$ cat src/design/csp_pkg.sv
// ----------------------------------------------------------------------------
// csp_pkg
// Shared constants for the circle span and point generator.
// ----------------------------------------------------------------------------
package csp_pkg;

   localparam int COORD_BITS_DEFAULT = 16;
   localparam int QUEUE_DEPTH        = 2;

   localparam int D_START     = 3;
   localparam int D_STEP_DIAG = 10;
   localparam int D_STEP_AXIS = 6;

   localparam logic ACT_START   = 1'b0;
   localparam logic ACT_ADVANCE = 1'b1;

   localparam logic MODE_FILL    = 1'b0;
   localparam logic MODE_OUTLINE = 1'b1;

   localparam logic [2:0] FILL_LAST_IDX    = 3'd3;
   localparam logic [2:0] OUTLINE_LAST_IDX = 3'd7;

endpackage

$ cat src/design/csp_if.sv
// ----------------------------------------------------------------------------
// csp_if
// Valid/ready channels for circle requests and span/point responses.
// ----------------------------------------------------------------------------
interface csp_req_if #(
   parameter int CB = 16
);
   logic                 valid;
   logic                 ready;
   logic                 action;
   logic signed [CB-1:0] center_x;
   logic signed [CB-1:0] center_y;
   logic        [CB-2:0] radius;

   modport source (output valid, action, center_x, center_y, radius, input ready);
   modport sink   (input valid, action, center_x, center_y, radius, output ready);
endinterface

interface csp_rsp_if #(
   parameter int CB = 16
);
   logic               valid;
   logic               ready;
   logic signed [CB:0] span_start_x;
   logic signed [CB:0] span_end_x;
   logic signed [CB:0] row_y;
   logic               vertical_piece;
   logic               last;
   logic               circle_done;

   modport source (output valid, span_start_x, span_end_x, row_y, vertical_piece, last,
                   circle_done, input ready);
   modport sink   (input valid, span_start_x, span_end_x, row_y, vertical_piece, last,
                   circle_done, output ready);
endinterface

$ cat src/design/circle_span_and_point_generator_core.sv
// ----------------------------------------------------------------------------
// circle_span_and_point_generator_core
// Midpoint circle generator: fill spans or outline points per octant step.
// ----------------------------------------------------------------------------
//  channel   dir  handshake       beat contents
//  req_chan  in   valid/ready     action, center_x, center_y, radius
//  rsp_chan  out  valid/ready     span_start_x, span_end_x, row_y, flags
//  csr_*     in   write enable    draw_mode
//
//  A start yields no beats; an advance passes the front and the step queue,
//  then the back expands it into 4 (fill) or 8 (outline) beats. Sustained
//  rate is set by the back's single output register. Synchronous reset clears
//  control state (no clearing pass); queue storage and output data are not reset.
//  Requests stall only while the step queue is full; responses hold on stall.
// ----------------------------------------------------------------------------
module circle_span_and_point_generator_core
   import csp_pkg::*;
#(
   parameter int COORD_BITS = COORD_BITS_DEFAULT
) (
   input  logic     clock,
   input  logic     reset,
   csp_req_if.sink  req_chan,
   csp_rsp_if.source rsp_chan,
   input  logic     csr_write_en,
   input  logic     csr_write_data
);

   localparam int JOB_BITS = 2 + 4 * COORD_BITS;

   logic                push_valid, push_ready, pop_valid, pop_ready;
   logic [JOB_BITS-1:0] push_data, pop_data;

   csp_front #(
      .COORD_BITS (COORD_BITS),
      .JOB_BITS   (JOB_BITS)
   ) u_front (
      .clock          (clock),
      .reset          (reset),
      .req            (req_chan),
      .csr_write_en   (csr_write_en),
      .csr_write_data (csr_write_data),
      .job_valid      (push_valid),
      .job_ready      (push_ready),
      .job_data       (push_data)
   );

   csp_queue #(
      .WIDTH (JOB_BITS),
      .DEPTH (QUEUE_DEPTH)
   ) u_queue (
      .clock     (clock),
      .reset     (reset),
      .in_valid  (push_valid),
      .in_ready  (push_ready),
      .in_data   (push_data),
      .out_valid (pop_valid),
      .out_ready (pop_ready),
      .out_data  (pop_data)
   );

   csp_back #(
      .COORD_BITS (COORD_BITS),
      .JOB_BITS   (JOB_BITS)
   ) u_back (
      .clock     (clock),
      .reset     (reset),
      .job_valid (pop_valid),
      .job_ready (pop_ready),
      .job_data  (pop_data),
      .rsp       (rsp_chan)
   );

`ifndef NO_ASSERTIONS
   a_done_on_last: assert property (@(posedge clock) disable iff (reset)
      (rsp_chan.valid && rsp_chan.circle_done) |-> rsp_chan.last)
      else $error("circle_done without last");

   a_point_width: assert property (@(posedge clock) disable iff (reset)
      (rsp_chan.valid && rsp_chan.vertical_piece) |->
      (rsp_chan.span_start_x == rsp_chan.span_end_x))
      else $error("vertical point with unequal ends");

   a_reset_idle: assert property (@(posedge clock)
      (!reset && $past(reset)) |-> !rsp_chan.valid)
      else $error("response valid right after reset");

   a_back_drains: assert property (@(posedge clock) disable iff (reset)
      (pop_valid && !rsp_chan.valid) |=> rsp_chan.valid)
      else $error("queued step not started");
`endif

endmodule

$ cat src/design/csp_front.sv
// ----------------------------------------------------------------------------
// csp_front
// Accepts requests, holds circle state, runs the decision update per step.
// ----------------------------------------------------------------------------
module csp_front
   import csp_pkg::*;
#(
   parameter int COORD_BITS = COORD_BITS_DEFAULT,
   parameter int JOB_BITS   = 2 + 4 * COORD_BITS
) (
   input  logic                clock,
   input  logic                reset,
   csp_req_if.sink             req,
   input  logic                csr_write_en,
   input  logic                csr_write_data,
   output logic                job_valid,
   input  logic                job_ready,
   output logic [JOB_BITS-1:0] job_data
);

   localparam int CB = COORD_BITS;
   localparam int DB = COORD_BITS + 4;

   typedef struct packed {
      logic                 mode;
      logic                 done;
      logic signed [CB-1:0] cx;
      logic signed [CB-1:0] cy;
      logic signed [CB-1:0] x;
      logic signed [CB-1:0] y;
   } job_type;

   logic                 mode_ff, mode_in;
   logic                 active_ff, active_in;
   logic signed [CB-1:0] cx_ff, cx_in, cy_ff, cy_in;
   logic signed [CB-1:0] x_ff, x_in, y_ff, y_in;
   logic signed [DB-1:0] d_ff, d_in;

   logic                 accept;
   logic signed [CB-1:0] x_next, y_next, x_load;
   logic signed [DB-1:0] d_next, diff_ext, y_ext;
   job_type              job;

   assign req.ready = job_ready;
   assign accept    = req.valid && req.ready;
   assign job_valid = accept && (req.action == ACT_ADVANCE) && active_ff;

   assign x_load   = {1'b0, req.radius};
   assign diff_ext = DB'(y_ff) - DB'(x_ff);
   assign y_ext    = DB'(y_ff);
   assign y_next   = y_ff + CB'(1);

   always_comb begin
      if (d_ff > 0) begin
         d_next = d_ff + (diff_ext <<< 2) + DB'(D_STEP_DIAG);
         x_next = x_ff - CB'(1);
      end else begin
         d_next = d_ff + (y_ext <<< 2) + DB'(D_STEP_AXIS);
         x_next = x_ff;
      end
   end

   always_comb begin
      job.mode = mode_ff;
      job.done = x_next < y_next;
      job.cx   = cx_ff;
      job.cy   = cy_ff;
      job.x    = x_ff;
      job.y    = y_ff;
   end
   assign job_data = job;

   always_comb begin
      mode_in   = csr_write_en ? csr_write_data : mode_ff;
      active_in = active_ff;
      cx_in     = cx_ff;
      cy_in     = cy_ff;
      x_in      = x_ff;
      y_in      = y_ff;
      d_in      = d_ff;
      if (accept && req.action == ACT_START) begin
         cx_in     = req.center_x;
         cy_in     = req.center_y;
         x_in      = x_load;
         y_in      = '0;
         d_in      = DB'(D_START) - (DB'(x_load) <<< 1);
         active_in = 1'b1;
      end else if (job_valid) begin
         x_in      = x_next;
         y_in      = y_next;
         d_in      = d_next;
         active_in = !job.done;
      end
   end

   always_ff @(posedge clock) begin
      if (reset) begin
         mode_ff   <= MODE_FILL;
         active_ff <= 1'b0;
         cx_ff     <= '0;
         cy_ff     <= '0;
         x_ff      <= '0;
         y_ff      <= '0;
         d_ff      <= '0;
      end else begin
         mode_ff   <= mode_in;
         active_ff <= active_in;
         cx_ff     <= cx_in;
         cy_ff     <= cy_in;
         x_ff      <= x_in;
         y_ff      <= y_in;
         d_ff      <= d_in;
      end
   end

endmodule

$ cat src/design/csp_queue.sv
// ----------------------------------------------------------------------------
// csp_queue
// Small register queue of step jobs between front and back.
// ----------------------------------------------------------------------------
module csp_queue
   import csp_pkg::*;
#(
   parameter int WIDTH = 2 + 4 * COORD_BITS_DEFAULT,
   parameter int DEPTH = QUEUE_DEPTH
) (
   input  logic             clock,
   input  logic             reset,
   input  logic             in_valid,
   output logic             in_ready,
   input  logic [WIDTH-1:0] in_data,
   output logic             out_valid,
   input  logic             out_ready,
   output logic [WIDTH-1:0] out_data
);

   localparam int AB = (DEPTH > 1) ? $clog2(DEPTH) : 1;
   localparam int CNB = $clog2(DEPTH + 1);

   logic [WIDTH-1:0] mem_ff [DEPTH];
   logic [AB-1:0]    wr_ptr_ff, wr_ptr_in, rd_ptr_ff, rd_ptr_in;
   logic [CNB-1:0]   count_ff, count_in;
   logic             push, pop;

   assign in_ready  = count_ff != CNB'(DEPTH);
   assign out_valid = count_ff != '0;
   assign out_data  = mem_ff[rd_ptr_ff];
   assign push      = in_valid && in_ready;
   assign pop       = out_valid && out_ready;

   always_comb begin
      wr_ptr_in = wr_ptr_ff;
      rd_ptr_in = rd_ptr_ff;
      if (push) begin
         wr_ptr_in = (wr_ptr_ff == AB'(DEPTH - 1)) ? '0 : wr_ptr_ff + AB'(1);
      end
      if (pop) begin
         rd_ptr_in = (rd_ptr_ff == AB'(DEPTH - 1)) ? '0 : rd_ptr_ff + AB'(1);
      end
      count_in = count_ff + CNB'(push) - CNB'(pop);
   end

   always_ff @(posedge clock) begin
      if (reset) begin
         wr_ptr_ff <= '0;
         rd_ptr_ff <= '0;
         count_ff  <= '0;
      end else begin
         wr_ptr_ff <= wr_ptr_in;
         rd_ptr_ff <= rd_ptr_in;
         count_ff  <= count_in;
      end
   end

   always_ff @(posedge clock) begin
      if (push) begin
         mem_ff[wr_ptr_ff] <= in_data;
      end
   end

endmodule

$ cat src/design/csp_back.sv
// ----------------------------------------------------------------------------
// csp_back
// Expands one step job into four spans or eight points, one beat a cycle while the receiver is ready.
// ----------------------------------------------------------------------------
module csp_back
   import csp_pkg::*;
#(
   parameter int COORD_BITS = COORD_BITS_DEFAULT,
   parameter int JOB_BITS   = 2 + 4 * COORD_BITS
) (
   input  logic                clock,
   input  logic                reset,
   input  logic                job_valid,
   output logic                job_ready,
   input  logic [JOB_BITS-1:0] job_data,
   csp_rsp_if.source           rsp
);

   localparam int CB = COORD_BITS;
   localparam int WB = COORD_BITS + 2;

   typedef struct packed {
      logic                 mode;
      logic                 done;
      logic signed [CB-1:0] cx;
      logic signed [CB-1:0] cy;
      logic signed [CB-1:0] x;
      logic signed [CB-1:0] y;
   } job_type;

   job_type              job;
   logic [2:0]           idx_ff, idx_in, last_idx;
   logic                 load, is_last;
   logic signed [WB-1:0] cx_w, cy_w, a_w, b_w;
   logic signed [WB-1:0] start_w, end_w, row_w;
   logic                 vert;

   logic                 valid_ff, valid_in;
   logic signed [CB:0]   start_ff, end_ff, row_ff;
   logic                 vert_ff, last_ff, done_ff;

   assign job      = job_type'(job_data);
   assign last_idx = (job.mode == MODE_OUTLINE) ? OUTLINE_LAST_IDX : FILL_LAST_IDX;
   assign is_last  = idx_ff == last_idx;
   assign load     = job_valid && (!valid_ff || rsp.ready);
   assign job_ready = load && is_last;

   assign cx_w = WB'(job.cx);
   assign cy_w = WB'(job.cy);

   always_comb begin
      if (job.mode == MODE_OUTLINE) begin
         a_w     = idx_ff[2] ? WB'(job.y) : WB'(job.x);
         b_w     = idx_ff[2] ? WB'(job.x) : WB'(job.y);
         start_w = idx_ff[0] ? cx_w - a_w : cx_w + a_w;
         end_w   = start_w;
         row_w   = idx_ff[1] ? cy_w - b_w : cy_w + b_w;
         vert    = idx_ff[2];
      end else begin
         a_w     = idx_ff[1] ? WB'(job.y) : WB'(job.x);
         b_w     = idx_ff[1] ? WB'(job.x) : WB'(job.y);
         start_w = cx_w - a_w + WB'(1);
         end_w   = cx_w + a_w - WB'(1);
         row_w   = idx_ff[0] ? cy_w - b_w : cy_w + b_w;
         vert    = 1'b0;
      end
   end

   always_comb begin
      idx_in   = idx_ff;
      valid_in = valid_ff;
      if (load) begin
         idx_in   = is_last ? 3'd0 : idx_ff + 3'd1;
         valid_in = 1'b1;
      end else if (rsp.ready) begin
         valid_in = 1'b0;
      end
   end

   always_ff @(posedge clock) begin
      if (reset) begin
         idx_ff   <= 3'd0;
         valid_ff <= 1'b0;
      end else begin
         idx_ff   <= idx_in;
         valid_ff <= valid_in;
      end
   end

   always_ff @(posedge clock) begin
      if (load) begin
         start_ff <= start_w[CB:0];
         end_ff   <= end_w[CB:0];
         row_ff   <= row_w[CB:0];
         vert_ff  <= vert;
         last_ff  <= is_last;
         done_ff  <= is_last && job.done;
      end
   end

   assign rsp.valid          = valid_ff;
   assign rsp.span_start_x   = start_ff;
   assign rsp.span_end_x     = end_ff;
   assign rsp.row_y          = row_ff;
   assign rsp.vertical_piece = vert_ff;
   assign rsp.last           = last_ff;
   assign rsp.circle_done    = done_ff;

endmodule

$ cat src/flat_wrapper.sv
// flat-port wrapper written by rule: the top's interface ports become plain ports
module circle_span_and_point_generator_core_flat import csp_pkg::*;
#(
   parameter int COORD_BITS = COORD_BITS_DEFAULT
)
  (clock, reset, csr_write_en, csr_write_data, req_chan_valid, req_chan_action, req_chan_center_x, req_chan_center_y, req_chan_radius, req_chan_ready, rsp_chan_valid, rsp_chan_span_start_x, rsp_chan_span_end_x, rsp_chan_row_y, rsp_chan_vertical_piece, rsp_chan_last, rsp_chan_circle_done, rsp_chan_ready);
  csp_req_if #(.CB((COORD_BITS_DEFAULT))) req_chan_i ();
  csp_rsp_if #(.CB((COORD_BITS_DEFAULT))) rsp_chan_i ();
  input  logic clock;
  input  logic reset;
  input  logic csr_write_en;
  input  logic csr_write_data;
  input wire logic [$bits(req_chan_i.valid)-1:0] req_chan_valid;
  input wire logic [$bits(req_chan_i.action)-1:0] req_chan_action;
  input wire logic [$bits(req_chan_i.center_x)-1:0] req_chan_center_x;
  input wire logic [$bits(req_chan_i.center_y)-1:0] req_chan_center_y;
  input wire logic [$bits(req_chan_i.radius)-1:0] req_chan_radius;
  output wire logic [$bits(req_chan_i.ready)-1:0] req_chan_ready;
  output wire logic [$bits(rsp_chan_i.valid)-1:0] rsp_chan_valid;
  output wire logic [$bits(rsp_chan_i.span_start_x)-1:0] rsp_chan_span_start_x;
  output wire logic [$bits(rsp_chan_i.span_end_x)-1:0] rsp_chan_span_end_x;
  output wire logic [$bits(rsp_chan_i.row_y)-1:0] rsp_chan_row_y;
  output wire logic [$bits(rsp_chan_i.vertical_piece)-1:0] rsp_chan_vertical_piece;
  output wire logic [$bits(rsp_chan_i.last)-1:0] rsp_chan_last;
  output wire logic [$bits(rsp_chan_i.circle_done)-1:0] rsp_chan_circle_done;
  input wire logic [$bits(rsp_chan_i.ready)-1:0] rsp_chan_ready;
  assign req_chan_i.valid = req_chan_valid;
  assign req_chan_i.action = req_chan_action;
  assign req_chan_i.center_x = req_chan_center_x;
  assign req_chan_i.center_y = req_chan_center_y;
  assign req_chan_i.radius = req_chan_radius;
  assign req_chan_ready = req_chan_i.ready;
  assign rsp_chan_valid = rsp_chan_i.valid;
  assign rsp_chan_span_start_x = rsp_chan_i.span_start_x;
  assign rsp_chan_span_end_x = rsp_chan_i.span_end_x;
  assign rsp_chan_row_y = rsp_chan_i.row_y;
  assign rsp_chan_vertical_piece = rsp_chan_i.vertical_piece;
  assign rsp_chan_last = rsp_chan_i.last;
  assign rsp_chan_circle_done = rsp_chan_i.circle_done;
  assign rsp_chan_i.ready = rsp_chan_ready;
  circle_span_and_point_generator_core #(.COORD_BITS(COORD_BITS)) u_core (.clock(clock), .reset(reset), .req_chan(req_chan_i), .rsp_chan(rsp_chan_i), .csr_write_en(csr_write_en), .csr_write_data(csr_write_data));
endmodule
$ cat config.mk
export PLATFORM = sky130hd
export DESIGN_NAME = circle_span_and_point_generator_core_flat
export DESIGN_NICKNAME = d
export VERILOG_FILES = /design/src/design/csp_pkg.sv /design/src/design/csp_if.sv /design/src/design/circle_span_and_point_generator_core.sv /design/src/design/csp_front.sv /design/src/design/csp_queue.sv /design/src/design/csp_back.sv /design/src/flat_wrapper.sv
export SDC_FILE = /design/constraint.sdc
export NUM_CORES = 1
export LEC_CHECK = 0
export ABC_AREA = 1
export BUFFER_PORTS_ARGS = -buffer_cell sky130_fd_sc_hd__buf_2
export CAP_MARGIN = 20
export CORE_MARGIN = 5
export CORE_UTILIZATION = 50
export DETAILED_ROUTE_END_ITERATION = 6
export PLACE_DENSITY_LB_ADDON = 0.1
export SYNTH_ARGS = -nofsm -noshare
export SYNTH_HDL_FRONTEND = slang
export SYNTH_HIERARCHICAL = 1
export SYNTH_SLANG_ARGS = --single-unit
$ cat constraint.sdc
create_clock -name clock -period 6.45 [get_ports clock]
set_clock_uncertainty 0.1 [all_clocks]
set_input_delay 0.645 -clock clock [delete_from_list [all_inputs] [get_ports clock]]
set_output_delay 0.645 -clock clock [all_outputs]
set_load 0.1 [all_outputs]
## Word-level counts from Yosys, hierarchy flattened

Memory sizes are Yosys's and may differ from the RTL's. A register that Yosys moved wholly into a read port is not among the register bits.
Cells that the tools add are included.

- Flip-flop bits (word level): 148
- Bits in writable memories: 132
- Input port bits: 54
- Output and inout port bits: 56
- Word-level logic and storage cells: 92
- Memories: 1

Memories:

| memory | depth | width | rd ports | clocked after Yosys merged registers in | wr ports | line | text |
|---|---|---|---|---|---|---|---|
| u_core.u_queue.mem_ff | 2 | 66 | 1 | 1 | 1 | csp_queue.sv:24 | `logic [WIDTH-1:0] mem_ff [DEPTH];` |

- Add/subtract/negate cells: 23
- Magnitude comparators: 2
- Eq/ne operators: 2
- Muxes and demuxes: 28
- Bitwise logic cells: 1
- Reduce and logical (&&, ||, !) cells: 16

Operators with widths:

| kind | count |
|---|---|
| $mux W17 | 10 |
| $add A16 B17 Y17 | 4 |
| $sub A16 B17 Y17 | 4 |
| $mux W20 | 3 |
| $mux W15 | 2 |
| $add A20 B18 Y20 | 1 |
| $add A20 B19 Y20 | 1 |
| $add A20 B4 Y20 const B | 1 |
| $add A20 B5 Y20 const B | 1 |
| $gt A20 B1 Y1 const B | 1 |
| $add A17 B2 Y17 const B | 1 |
| $sub A16 B16 Y17 | 1 |
| $sub A17 B2 Y17 const B | 1 |
| $sub A2 B16 Y17 const A | 1 |
| $add A16 B2 Y16 const B | 1 |
| $lt A16 B16 Y1 | 1 |
| $mux W16 | 1 |
| $sub A16 B2 Y16 const B | 1 |
| $mux W1 | 10 |
| $logic_and A1 B1 Y1 | 9 |
| $mux W3 | 2 |
| $reduce_bool A2 Y1 | 3 |
| $add A3 B1 Y3 const B | 1 |
| $eq A3 B3 Y1 | 1 |
| other kinds (8) | 10 |

## Longest topological paths before layout

Gate-level depths: netlist of the first run.

- Depth in word-level cells: 7
- Depth in mapped cells: 26
- Mapped depth without buffers: 25

## Modules after synthesis

The synthesis of the first run kept the hierarchy.

Modules (own cells, without submodules):

| module | instances | cells an instance | area an instance (sq um) | seq. area each (sq um) |
|---|---|---|---|---|
| csp_back | 1 | 1,205 | 8,051.5 | 1,671.6 |
| csp_front | 1 | 1,068 | 7,437.1 | 1,721.7 |
| csp_queue | 1 | 241 | 5,158.7 | 4,063.9 |

## Worst setup path after synthesis of the first run

No wires, ideal clock.

- Path kind: input port to flip-flop
- Start: input req_chan_valid
- End: memory u_core/u_queue/mem_ff[1][0] (netlist name) (enable)
- Setup time: 492 ps
- Arrival: 4,465 ps
- Path slack: 1,393 ps
- Stages on the path: 8
- Cell sequence: nand2_1 inv_1 nand3_1 inv_1 buf_2 buf_1 nand2_1 nor2_1

- Cells in the longest elaborated chain, start to end: 6

RTL lines:

| what | line | text |
|---|---|---|
| start: declaration | flat_wrapper.sv:13 | `input wire logic [$bits(req_chan_i.valid)-1:0] req_chan_valid;` |
| $logic_and A1 B1 Y1 | csp_front.sv:45 | `assign accept = req.valid && req.ready;` |
| $logic_and A1 B1 Y1 (2 in series) | csp_front.sv:46 | `assign job_valid = accept && (req.action == ACT_ADVANCE) && active_ff;` |
| via u_core.push_valid | circle_span_and_point_generator_core.sv:31 | `logic push_valid, push_ready, pop_valid, pop_ready;` |
| $logic_and A1 B1 Y1 | csp_queue.sv:32 | `assign push = in_valid && in_ready;` |
| $mux W1 | csp_queue.sv:60 | `if (push) begin` |
| $mux W1 (implied by the code) | csp_queue.sv:61 | `mem_ff[wr_ptr_ff] <= in_data;` |
| end: declaration | csp_queue.sv:24 |  |

The timed path passes the listed nets, and every way through them passes these cells.

==> results.md, run 1 <==
* Clk sinks at 280
* Main combinational cell family by area after synthesis: simple AND/OR/NAND/NOR gates
* Worst-path clk slew at 0.07 ns
* Mapped Cells at 2514
* Comb power frac at 0.288
* Core area at 0.04083 sq mm
* Final min period at 4.513 ns
* Area grow syn2layout at 9.350%
* Critical path startpoint category: flop
* Clock buffer depth at 3
* Sequential cell area fraction in the yosys report at 0.3612
* Leakage at 10.51 nW
* GR Overflow Total at 0
* Post-Synth Simple-Gate Area at 0.2013
* Mux contribution to synthesized area at 0.04424
* Pwr dens at 234.0 mW/mm^2
* Hold path start: csr_write_en
* Setup Buffers After CTS at 0
* # DRC at 0
* Crit. End Element: flop
* DRT iter0 DRCs at 1025
* Total number of vias at 17180
* Yosys warns at 6
* Synthesized flop and latch total at 280
* Pins Over Slew Limit at 0
* Slew @ Worst Pin at 0.9670 ns
* Xor/xnor cell area share of the yosys netlist at 0.03648
* Max Cap Violations at 0
* Largest net degree at the start of global routing at 68
* Post-Layout Cell Count at 3155
* Relative slew margins at 0.3530
* Post-synthesis adder-cell area fraction at 0.1292
* Port Buffers at 109
* Yosys top cell area share at 0.2691
* Fraction of layout cells with a size suffix above 1 at 0.1323
* Vias in the first global route at 16750
* Die Width at 213.2 um
* Syn avg cell area at 8.213 sq um
* Die H at 213.2 um
* Pint at 3.523 mW
* Achievable Freq at 221.6 MHz
* Cells after DPL at 3099
* TritonCTS clock tree: done
* Worst Path Required at 6.67 ns
* Fin Setup TNS at 0 ns
* Row count at 74
* Io pins at 110
* CP Class: flop to flop
* Flop pwr share at 0.386
* First-pass GRT wire length at 88740 um
* Initial antenna violation count at 0
* Max Fanout on Critical Path at 50
* Worst-Skew Late Latency at 0.56 ns
* GPL Wtd Cong at 0.9062
* Switching power at 1.760 mW
* Initial DRT Pass Iterations at 6
* Final hold viol count at 0
* Routed Antenna Nets at 0
* CTS Hold Bufs at 0
* Wirelength per Cell at 17.83 um
* Number of buffers created by CTS at 30
* Syn_nets at 2777
* CTS H-tree lvls at 1
* Clock power share at 0.327
* Setup violators final at 0
* Status: complete, no violations
* Cell taking the most area after synthesis: edfxtp_1
* Post-synthesis compound-gate area fraction at 0.1506
* CP arrival at 4.73 ns
* Vias per cell at 5.446
* Post-cts resize count at 0
* VDD IR max at 187.6 uV
* Die ar. at 0.04546 sq mm
* Final layout net count at 2862
* CTS root buf: clkbuf_16
* Net Sw Frac at 0.3331
* Post-synth cell types at 71
* Hold Path Class: input port to flop
* Unrepaired setup endpoints after global routing: no
* # fillers at 3821
* Antenna cells at 0
* Final period util at 0.6997
* Synth top area cells: edfxtp_1 (27%), ha_1 (12%), nand2_1 (9.5%)
* Cell Area, Synth at 0.02065 sq mm
* Starting Density at 0.5057
* WL final at 56240 um
* Gr usage total at 0.2442
* Hpwl dp at 44230 um
stage by stage:
| stage | instance area [sq um] | setup WS, ns | utilization | power (mW) | hold WS (ns) |
|---|---|---|---|---|---|
| 4_1_cts | 22580 | 2.013 | 0.5530 | 5.332 | 0.1538 |
| 5_1_grt | 22580 | 1.605 | 0.5530 | 5.610 | 0.1614 |
| 3_5_place_dp | 21570 | 2.021 | 0.5283 | 3.587 | 0.3333 |
| 6_report | 22580 | 1.937 | 0.5530 | 5.283 | 0.1851 |
| 2_1_floorplan | 20650 | 1.393 | - | 3.213 | 0.3203 |
| 3_3_place_gp | 21570 | 1.985 | 0.5283 | 3.561 | 0.3309 |
metal layers:
layer,up-vias,share of wire,GRT usage
met5,-,0,0
met4,0,0.034,0.08180
met3,89,0.046,0.02615
met2,392,0.48,0.4180
met1,8002,0.44,0.3245
li1,8699,-,-
worst max-delay path: stages, from the launching register on:
cell and delay (ns):
dfxtp_4 0.87, mux2_2 0.41, inv_1 0.10, o21ai_0 0.16, inv_1 0.12, ha_1 0.18
nand3_1 0.21, o21ai_1 0.28, nand2_1 0.11, a21oi_1 0.12, o21ai_0 0.10, o21ai_0 0.15
ha_1 0.36, a21oi_1 0.26, o21ai_0 0.13, a221oi_1 0.34, nand2_1 0.10, nand2_1 0.07
nand2_1 0.04
synthesized netlist by cell type (all sizes together):
cell type    n
xor2        68
mux2i        2
a21oi      190
o2111ai      1
a32o         1
o22ai       10
o31ai        9
nand4       23
nor2       224
edfxtp     185
or2          7
clkinv       3
o221a        1
nor3b        1
dfxtp       95
a21o        16
inv        305
ha         202
nand3b      12
and2         4
o21ai      232
xnor2       18
a211oi       6
buf         39
a221oi       3
nor4         3
nand3      131
clkbuf      32
and3         3
fa           7
o21bai      14
o211ai       5
nor3        20
nand2      531
a32oi        1
mux2        66
a31o         1
a31oi       27
a21boi      16
final timing paths:
path,end,slack (ns),cells past startpoint
max,u_core/u_back/rsp.row_y[13]$_DFFE_PP_,1.94,18
min,u_core/u_front/mode_ff$_SDFFE_PP0P_,0.19,2
min reg2reg,u_core/u_queue/mem_ff[0][55]$_DFFE_PP_,0.35,0
max reg2reg,u_core/u_back/rsp.row_y[13]$_DFFE_PP_,1.94,18
kinds of logic after synthesis:
| group | after synthesis |
|---|---|
| AND/OR/NAND/NOR | 959 |
| adder cells (fa/ha/maj) | 209 |
| flip-flops | 280 |
| XOR/XNOR | 86 |
| buffers and inverters | 379 |
| AO/OA/AOI/OAI | 533 |
| multiplexers | 68 |
sequential cells by signal, indices dropped and copies added, names as in the netlist, 2 cells and up, named ones only:
register                        count
u_core/u_front/y_ff                16
u_core/u_front/x_ff                16
u_core/u_front/d_ff                20
u_core/u_back/rsp.span_start_x     17
u_core/u_queue/count_ff             2
u_core/u_back/rsp.span_end_x       16
u_core/u_back/idx_ff                3
u_core/u_back/rsp.row_y            17
u_core/u_front/cx_ff               16
u_core/u_queue/mem_ff             132
u_core/u_front/cy_ff               16
layout make-up:
type,instances,area (sq um),share of cell area
timing repair buffer,124,658.1,0.02915
clock inverter,14,118.9,0.005265
sequential,280,7463,0.3306
inverter,308,1160,0.05137
multi-input combinational,1855,11620,0.5148
clock buffer,42,889.6,0.03940
tap,532,665.6,0.02948
power groups by stage:
stage                     sequential [mW]  combinational, mW  clock (mW)
after global placement               2.07               1.49           0
after CTS                            2.04               1.52        1.78
after global routing                 2.04               1.72        1.85
final                                2.04               1.52        1.73
after floorplan                      2.13               1.08           0
after detailed placement             2.08               1.51           0
placed cells by master, fill, tap and decap left out, types with 5 or more instances in the layout:
master,n
nand2_1,520
inv_1,291
nor2_1,205
ha_1,202
a21oi_1,186
edfxtp_1,185
o21ai_0,179
nand3_1,124
buf_2,109
dfxtp_1,92
xor2_1,68
mux2_4,40
clkbuf_16,33
o21ai_1,28
a31oi_1,26
mux2_2,26
o21ai_2,20
nand4_1,20
xnor2_1,18
nor3_1,17
a21o_1,16
buf_4,15
inv_2,13
o21bai_1,13
nand2_2,11
nor2_2,11
nand3b_1,10
a21boi_0,10
o22ai_1,9
o31ai_1,9
nor2_4,7
fa_1,7
clkbuf_1,6
clkinv_2,6
a211oi_1,6
o21ai_4,5
nand3_2,5
or2_2,5
o211ai_1,5
No activity file was read; power rests on OpenSTA's default activity.
==> run 2: changes to the inputs <==
- clock period: 6.45 -> 4.3 ns (I/O delays scaled with it)
==> results.md, run 2 (same netlist as run 1, synthesis figures left out) <==
* Largest registers: u_core/u_queue/mem_ff: 132 flops, u_core/u_front/d_ff: 20 flops (unchanged)
* VDD IR max at 324.0 uV (was 187.6 uV)
* Die ar. at 0.04546 sq mm (unchanged)
* Hold Path Class: input port to flop (unchanged)
* Pins Over Slew Limit at 0 (unchanged)
* Vias per cell at 5.426 (was 5.446)
* CP arrival at 4.28 ns (was 4.73 ns)
* Core area at 0.04083 sq mm (unchanged)
* Setup violators final at 0 (unchanged)
* Slew @ Worst Pin at 0.7435 ns (was 0.9670 ns)
* Status: complete, no violations (unchanged)
* Largest net degree at the start of global routing at 49 (was 68)
* Leakage at 10.86 nW (was 10.51 nW)
* Number of buffers created by CTS at 31 (was 30)
* Commonest non-fill, non-tap cell in the layout: nand2_1 (unchanged)
* Relative slew margins at 0.5032 (was 0.3530)
* Fraction of layout cells with a size suffix above 1 at 0.1472 (was 0.1323)
* Worst-Skew Late Latency at 0.58 ns (was 0.56 ns)
* Max Cap Violations at 0 (unchanged)
* First-pass GRT wire length at 90560 um (was 88740 um)
* Final min period at 4.081 ns (was 4.513 ns)
* Worst-path clk slew at 0.06 ns (was 0.07 ns)
* Total number of vias at 17480 (was 17180)
* Port Buffers at 109 (unchanged)
* Top reg by flops: u_core/u_queue/mem_ff (unchanged)
* Die Width at 213.2 um (unchanged)
* Wirelength per Cell at 17.80 um (was 17.83 um)
* Clk sinks at 280 (unchanged)
* # DRC at 0 (unchanged)
* Final period util at 0.9490 (was 0.6997)
* CP Class: flop to flop (unchanged)
* Crit. End Element: flop (unchanged)
* GPL Wtd Cong at 0.9257 (was 0.9062)
* Final hold viol count at 0 (unchanged)
* Antenna cells at 0 (unchanged)
* Initial antenna violation count at 0 (unchanged)
* DRT iter0 DRCs at 1274 (was 1025)
* Final layout net count at 2929 (was 2862)
* Io pins at 110 (unchanged)
* Row count at 74 (unchanged)
* # fillers at 3768 (was 3821)
* Starting Density at 0.5057 (unchanged)
* Pwr dens at 349.6 mW/mm^2 (was 234.0 mW/mm^2)
* GR Overflow Total at 0 (unchanged)
* Routed Antenna Nets at 0 (unchanged)
* Worst Path Required at 4.50 ns (was 6.67 ns)
* Die H at 213.2 um (unchanged)
* WL final at 57360 um (was 56240 um)
* Vias in the first global route at 16820 (was 16750)
* Hold WS at 0.02623 ns (was 0.1851 ns)
* Max Fanout on Critical Path at 8 (was 50)
* Initial DRT Pass Iterations at 6 (unchanged)
* Pre-CTS setup slack at 0.1586 ns (was 2.021 ns)
* CTS root buf: clkbuf_16 (unchanged)
* Max FFs per register at 132 (unchanged)
* Most frequent cells in the layout: nand2_1 (520), inv_1 (290), nor2_1 (205), ha_1 (199), edfxtp_1 (185) (was nand2_1 (520), inv_1 (291), nor2_1 (205), ha_1 (202), a21oi_1 (186))
* Critical path startpoint category: flop (unchanged)
* Gr usage total at 0.2484 (was 0.2442)
* Setup ws final at 0.2192 ns (was 1.937 ns)
* CTS H-tree lvls at 1 (unchanged)
* Hpwl dp at 44690 um (was 44230 um)
* TritonCTS clock tree: done (unchanged)
* Clock buffer depth at 3 (unchanged)
* Unrepaired setup endpoints after global routing: yes (was no)
* Achievable Freq at 245.1 MHz (was 221.6 MHz)
* Area grow syn2layout at 12.82% (was 9.350%)
-- run 2: worst max-delay path, cell delays in order, from the launching register on --
cell,delay (ns)
dfxtp_4,0.43
mux2_2,0.36
inv_1,0.11
o21ai_0,0.17
inv_1,0.15
ha_1,0.18
nand3_1,0.25
o21ai_2,0.27
nand2_1,0.09
a21oi_1,0.12
o21ai_0,0.09
o21ai_0,0.15
ha_1,0.37
a21oi_2,0.22
o21ai_0,0.13
a221oi_1,0.35
nand2_1,0.10
nand2_1,0.07
nand2_1,0.07
-- run 2: area by class of cell --
class	instances	area, sq um	share of cell area
flip-flops and latches	280	7466	0.3205
inverters	308	1160	0.04979
clock inverters	22	247.7	0.01063
well taps	532	665.6	0.02857
multi-input cells	1855	11680	0.5013
clock buffers	35	800.8	0.03438
repair buffers	190	1276	0.05479
-- run 2: worst paths after layout --
| path | start | end | slack [ns] | cells after the start |
|---|---|---|---|---|
| worst min register to register | u_core/u_front/cy_ff[2]$_SDFFE_PP0P_ | u_core/u_queue/mem_ff[1][34]$_DFFE_PP_ | 0.35 | 0 |
| worst max register to register | flop | u_core/u_back/rsp.row_y[13]$_DFFE_PP_ | 0.22 | 18 |
| worst min-delay path | req_chan_center_y[14] | u_core/u_front/cy_ff[14]$_SDFFE_PP0P_ | 0.03 | 3 |
| worst max-delay path | flop | u_core/u_back/rsp.row_y[13]$_DFFE_PP_ | 0.22 | 18 |
-- run 2: metrics by stage --
stage / setup TNS [ns] / power [mW] / cells / util / cell area [sq um]
finish: 0 / 8.144 / 3222 / 0.5705 / 23290
global route: -0.01047 / 8.630 / 3222 / 0.5705 / 23290
CTS: 0 / 8.156 / 3219 / 0.5683 / 23210
detailed placement: 0 / 5.386 / 3131 / 0.5351 / 21850
global placement: 0 / 5.357 / 3131 / 0.5351 / 21850
floorplan: 0 / 4.819 / 2514 / - / 20650
-- run 2: repair_timing --
item                       in CTS  in global routing
resized for setup               0                 15
setup endpoints to repair       0                  9
hold buffers                   31                  0
setup buffers                   0                  2
hold endpoints to repair       30                  0
-- run 2: report_power, final --
part | internal (mW) | switching [mW]
Clock | 1.59 | 1.13
Combinational | 0.853 | 1.51
Sequential | 2.98 | 0.0720
-- run 2: metal layers --
metal	routed length, um	vias up	track usage
li1	-	8832	-
met1	26060	8161	0.3381
met2	27690	420	0.4306
met3	2477	70	0.02557
met4	1129	0	0.05570
met5	0	-	0
==> run 3: changes to the inputs <==
- MAX_ROUTING_LAYER: not set -> met4
==> results.md, run 3 (same netlist as run 1, synthesis figures left out) <==
* Pwr dens at 354.1 mW/mm^2 (was 349.6 mW/mm^2)
* GR Overflow Total at 0 (unchanged)
* Initial DRT Pass Iterations at 6 (unchanged)
* Final period util at 0.9305 (was 0.9490)
* Status: complete, no violations (unchanged)
* Switching power at 2.710 mW (was 2.717 mW)
* Fin Setup TNS at 0 ns (unchanged)
* Max Fanout on Critical Path at 6 (was 8)
* First-pass GRT wire length at 91200 um (was 90560 um)
* Row count at 74 (unchanged)
* Hold Path Class: input port to flop (unchanged)
* TritonCTS clock tree: done (unchanged)
* Leakage at 10.85 nW (was 10.86 nW)
* Vias per cell at 5.432 (was 5.426)
* Die Width at 213.2 um (unchanged)
* Final layout net count at 2926 (was 2929)
* Area grow syn2layout at 12.76% (was 12.82%)
* Largest registers: u_core/u_queue/mem_ff: 132 flops, u_core/u_front/d_ff: 20 flops (unchanged)
* # fillers at 3743 (was 3768)
* CTS H-tree lvls at 1 (unchanged)
* Unrepaired setup endpoints after global routing: yes (unchanged)
* Achievable Freq at 249.9 MHz (was 245.1 MHz)
* DRT iter0 DRCs at 1184 (was 1274)
* Number of buffers created by CTS at 31 (unchanged)
* Flop pwr share at 0.370 (was 0.375)
* Wirelength per Cell at 17.94 um (was 17.80 um)
* Fraction of layout cells with a size suffix above 1 at 0.1417 (was 0.1472)
* Setup violators final at 0 (unchanged)
* Die H at 213.2 um (unchanged)
* Total power draw at 8.244 mW (was 8.144 mW)
* Top reg by flops: u_core/u_queue/mem_ff (unchanged)
* # DRC at 0 (unchanged)
* WL final at 57760 um (was 57360 um)
* Hpwl dp at 45090 um (was 44690 um)
* Final min period at 4.001 ns (was 4.081 ns)
* Core area at 0.04083 sq mm (unchanged)
* CP Class: flop to flop (unchanged)
* CP arrival at 4.37 ns (was 4.28 ns)
* Reg2reg path depth at 25 (was 18)
* Hold WS at 0.03455 ns (was 0.02623 ns)
* Vias in the first global route at 17010 (was 16820)
* Clk sinks at 280 (unchanged)
* VDD IR max at 282.7 uV (was 324.0 uV)
* Relative slew margins at 0.5009 (was 0.5032)
* Io pins at 110 (unchanged)
* Crit. End Element: flop (unchanged)
* Slew @ Worst Pin at 0.7468 ns (was 0.7435 ns)
* Port Buffers at 109 (unchanged)
* Total number of vias at 17490 (was 17480)
* Worst-Skew Late Latency at 0.60 ns (was 0.58 ns)
* CTS root buf: clkbuf_16 (unchanged)
* Starting Density at 0.5057 (unchanged)
* Net Sw Frac at 0.3288 (was 0.3337)
* Pint at 5.534 mW (was 5.426 mW)
* Min-Delay Path Depth at 4 (was 3)
* Comb power frac at 0.284 (was 0.290)
* Worst-path clk slew at 0.06 ns (about the same)
* Max FFs per register at 132 (unchanged)
* Largest net degree at the start of global routing at 49 (unchanged)
* Final hold viol count at 0 (unchanged)
* Gr usage total at 0.2597 (was 0.2484)
* Critical path startpoint category: flop (unchanged)
* Initial antenna violation count at 0 (unchanged)
* GPL Wtd Cong at 0.9556 (was 0.9257)
* Worst Path Required at 4.67 ns (was 4.50 ns)
* Routed Antenna Nets at 0 (unchanged)
* Most frequent cells in the layout: nand2_1 (520), inv_1 (291), nor2_1 (205), ha_1 (201), a21oi_1 (186) (was nand2_1 (520), inv_1 (290), nor2_1 (205), ha_1 (199), edfxtp_1 (185))
* Setup Buffers After CTS at 0 (unchanged)
* Cells after DPL at 3129 (was 3131)
* Commonest non-fill, non-tap cell in the layout: nand2_1 (unchanged)
* Die ar. at 0.04546 sq mm (unchanged)
* Clock buffer depth at 3 (unchanged)
* Pins Over Slew Limit at 0 (unchanged)
* Clock power share at 0.346 (was 0.335)
* Max Cap Violations at 0 (unchanged)
* Antenna cells at 0 (unchanged)
* Post-Layout Cell Count at 3220 (was 3222)
run 3: what timing repair did:
| action | CTS | global route |
|---|---|---|
| hold buffers | 33 | 0 |
| endpoints found under the hold margin | 32 | 0 |
| gates resized for setup | 0 | 9 |
| endpoints found under the setup margin | 0 | 8 |
run 3: layout make-up:
cell class	count	area, sq um	share of cell area
inverter	308	1160	0.04982
timing repair buffer	187	1255	0.05390
sequential	280	7466	0.3207
tap	532	665.6	0.02859
clock buffer	42	869.6	0.03735
clock inverter	16	229.0	0.009835
multi-input combinational	1855	11640	0.4998
run 3: per-stage QoR:
stage / setup slack (ns) / util / instance area, sq um
floorplan: 0.5094 / - / 20650
global placement: 0.2172 / 0.5345 / 21820
detailed placement: 0.1786 / 0.5348 / 21840
CTS: 0.1989 / 0.5698 / 23260
global route: -0.02333 / 0.5702 / 23280
finish: 0.2988 / 0.5702 / 23280
run 3: worst paths after layout:
check	slack [ns]	endpoint	startpoint
max	0.30	u_core/u_front/d_ff[18]$_SDFFE_PP0P_	u_core/u_front/x_ff[2]$_SDFFE_PP0P_
min	0.03	u_core/u_back/rsp.valid$_SDFFE_PP0P_	rsp_chan_ready
max reg2reg	0.30	u_core/u_front/d_ff[18]$_SDFFE_PP0P_	u_core/u_front/x_ff[2]$_SDFFE_PP0P_
min reg2reg	0.35	u_core/u_queue/mem_ff[1][49]$_DFFE_PP_	u_core/u_front/cx_ff[1]$_SDFFE_PP0P_
run 3: per-layer routing:
layer  up-vias  part of all wire  wire length [um]  track usage
met5         -                 0                 0            -
met4         0             0.037              2112      0.08684
met3       101             0.046              2680      0.02792
met2       423              0.47             26930       0.4292
met1      8120              0.45             26030       0.3359
li1       8848                 -                 -            -
run 3: power by group through the flow:
stage                     clock [mW]  combinational, mW  sequential, mW
after global placement             0               2.26            3.10
after floorplan                    0               1.62            3.20
after global routing            3.03               2.63            3.06
after detailed placement           0               2.29            3.11
after CTS                       2.92               2.33            3.05
final                           2.85               2.34            3.05
run 3: worst max-delay path, cell delays in order, from the launching register on:
cell and delay [ns]:
dfxtp_2 0.34, inv_1 0.14, ha_2 0.34, nand2_1 0.08, nand2_1 0.08, a31oi_4 0.20
o211ai_1 0.17, a21boi_2 0.22, o21ai_1 0.13, a21boi_2 0.21, nor2_1 0.06, o21ai_1 0.16
nand2_1 0.07, nand2_1 0.06, nand2_1 0.05, ha_1 0.27, ha_1 0.36, inv_1 0.10
nor3_1 0.23, nand3_1 0.10, nand4_1 0.11, a21oi_1 0.07, o21ai_0 0.08, nand2_1 0.07
nand2_1 0.05, a21oi_1 0.06
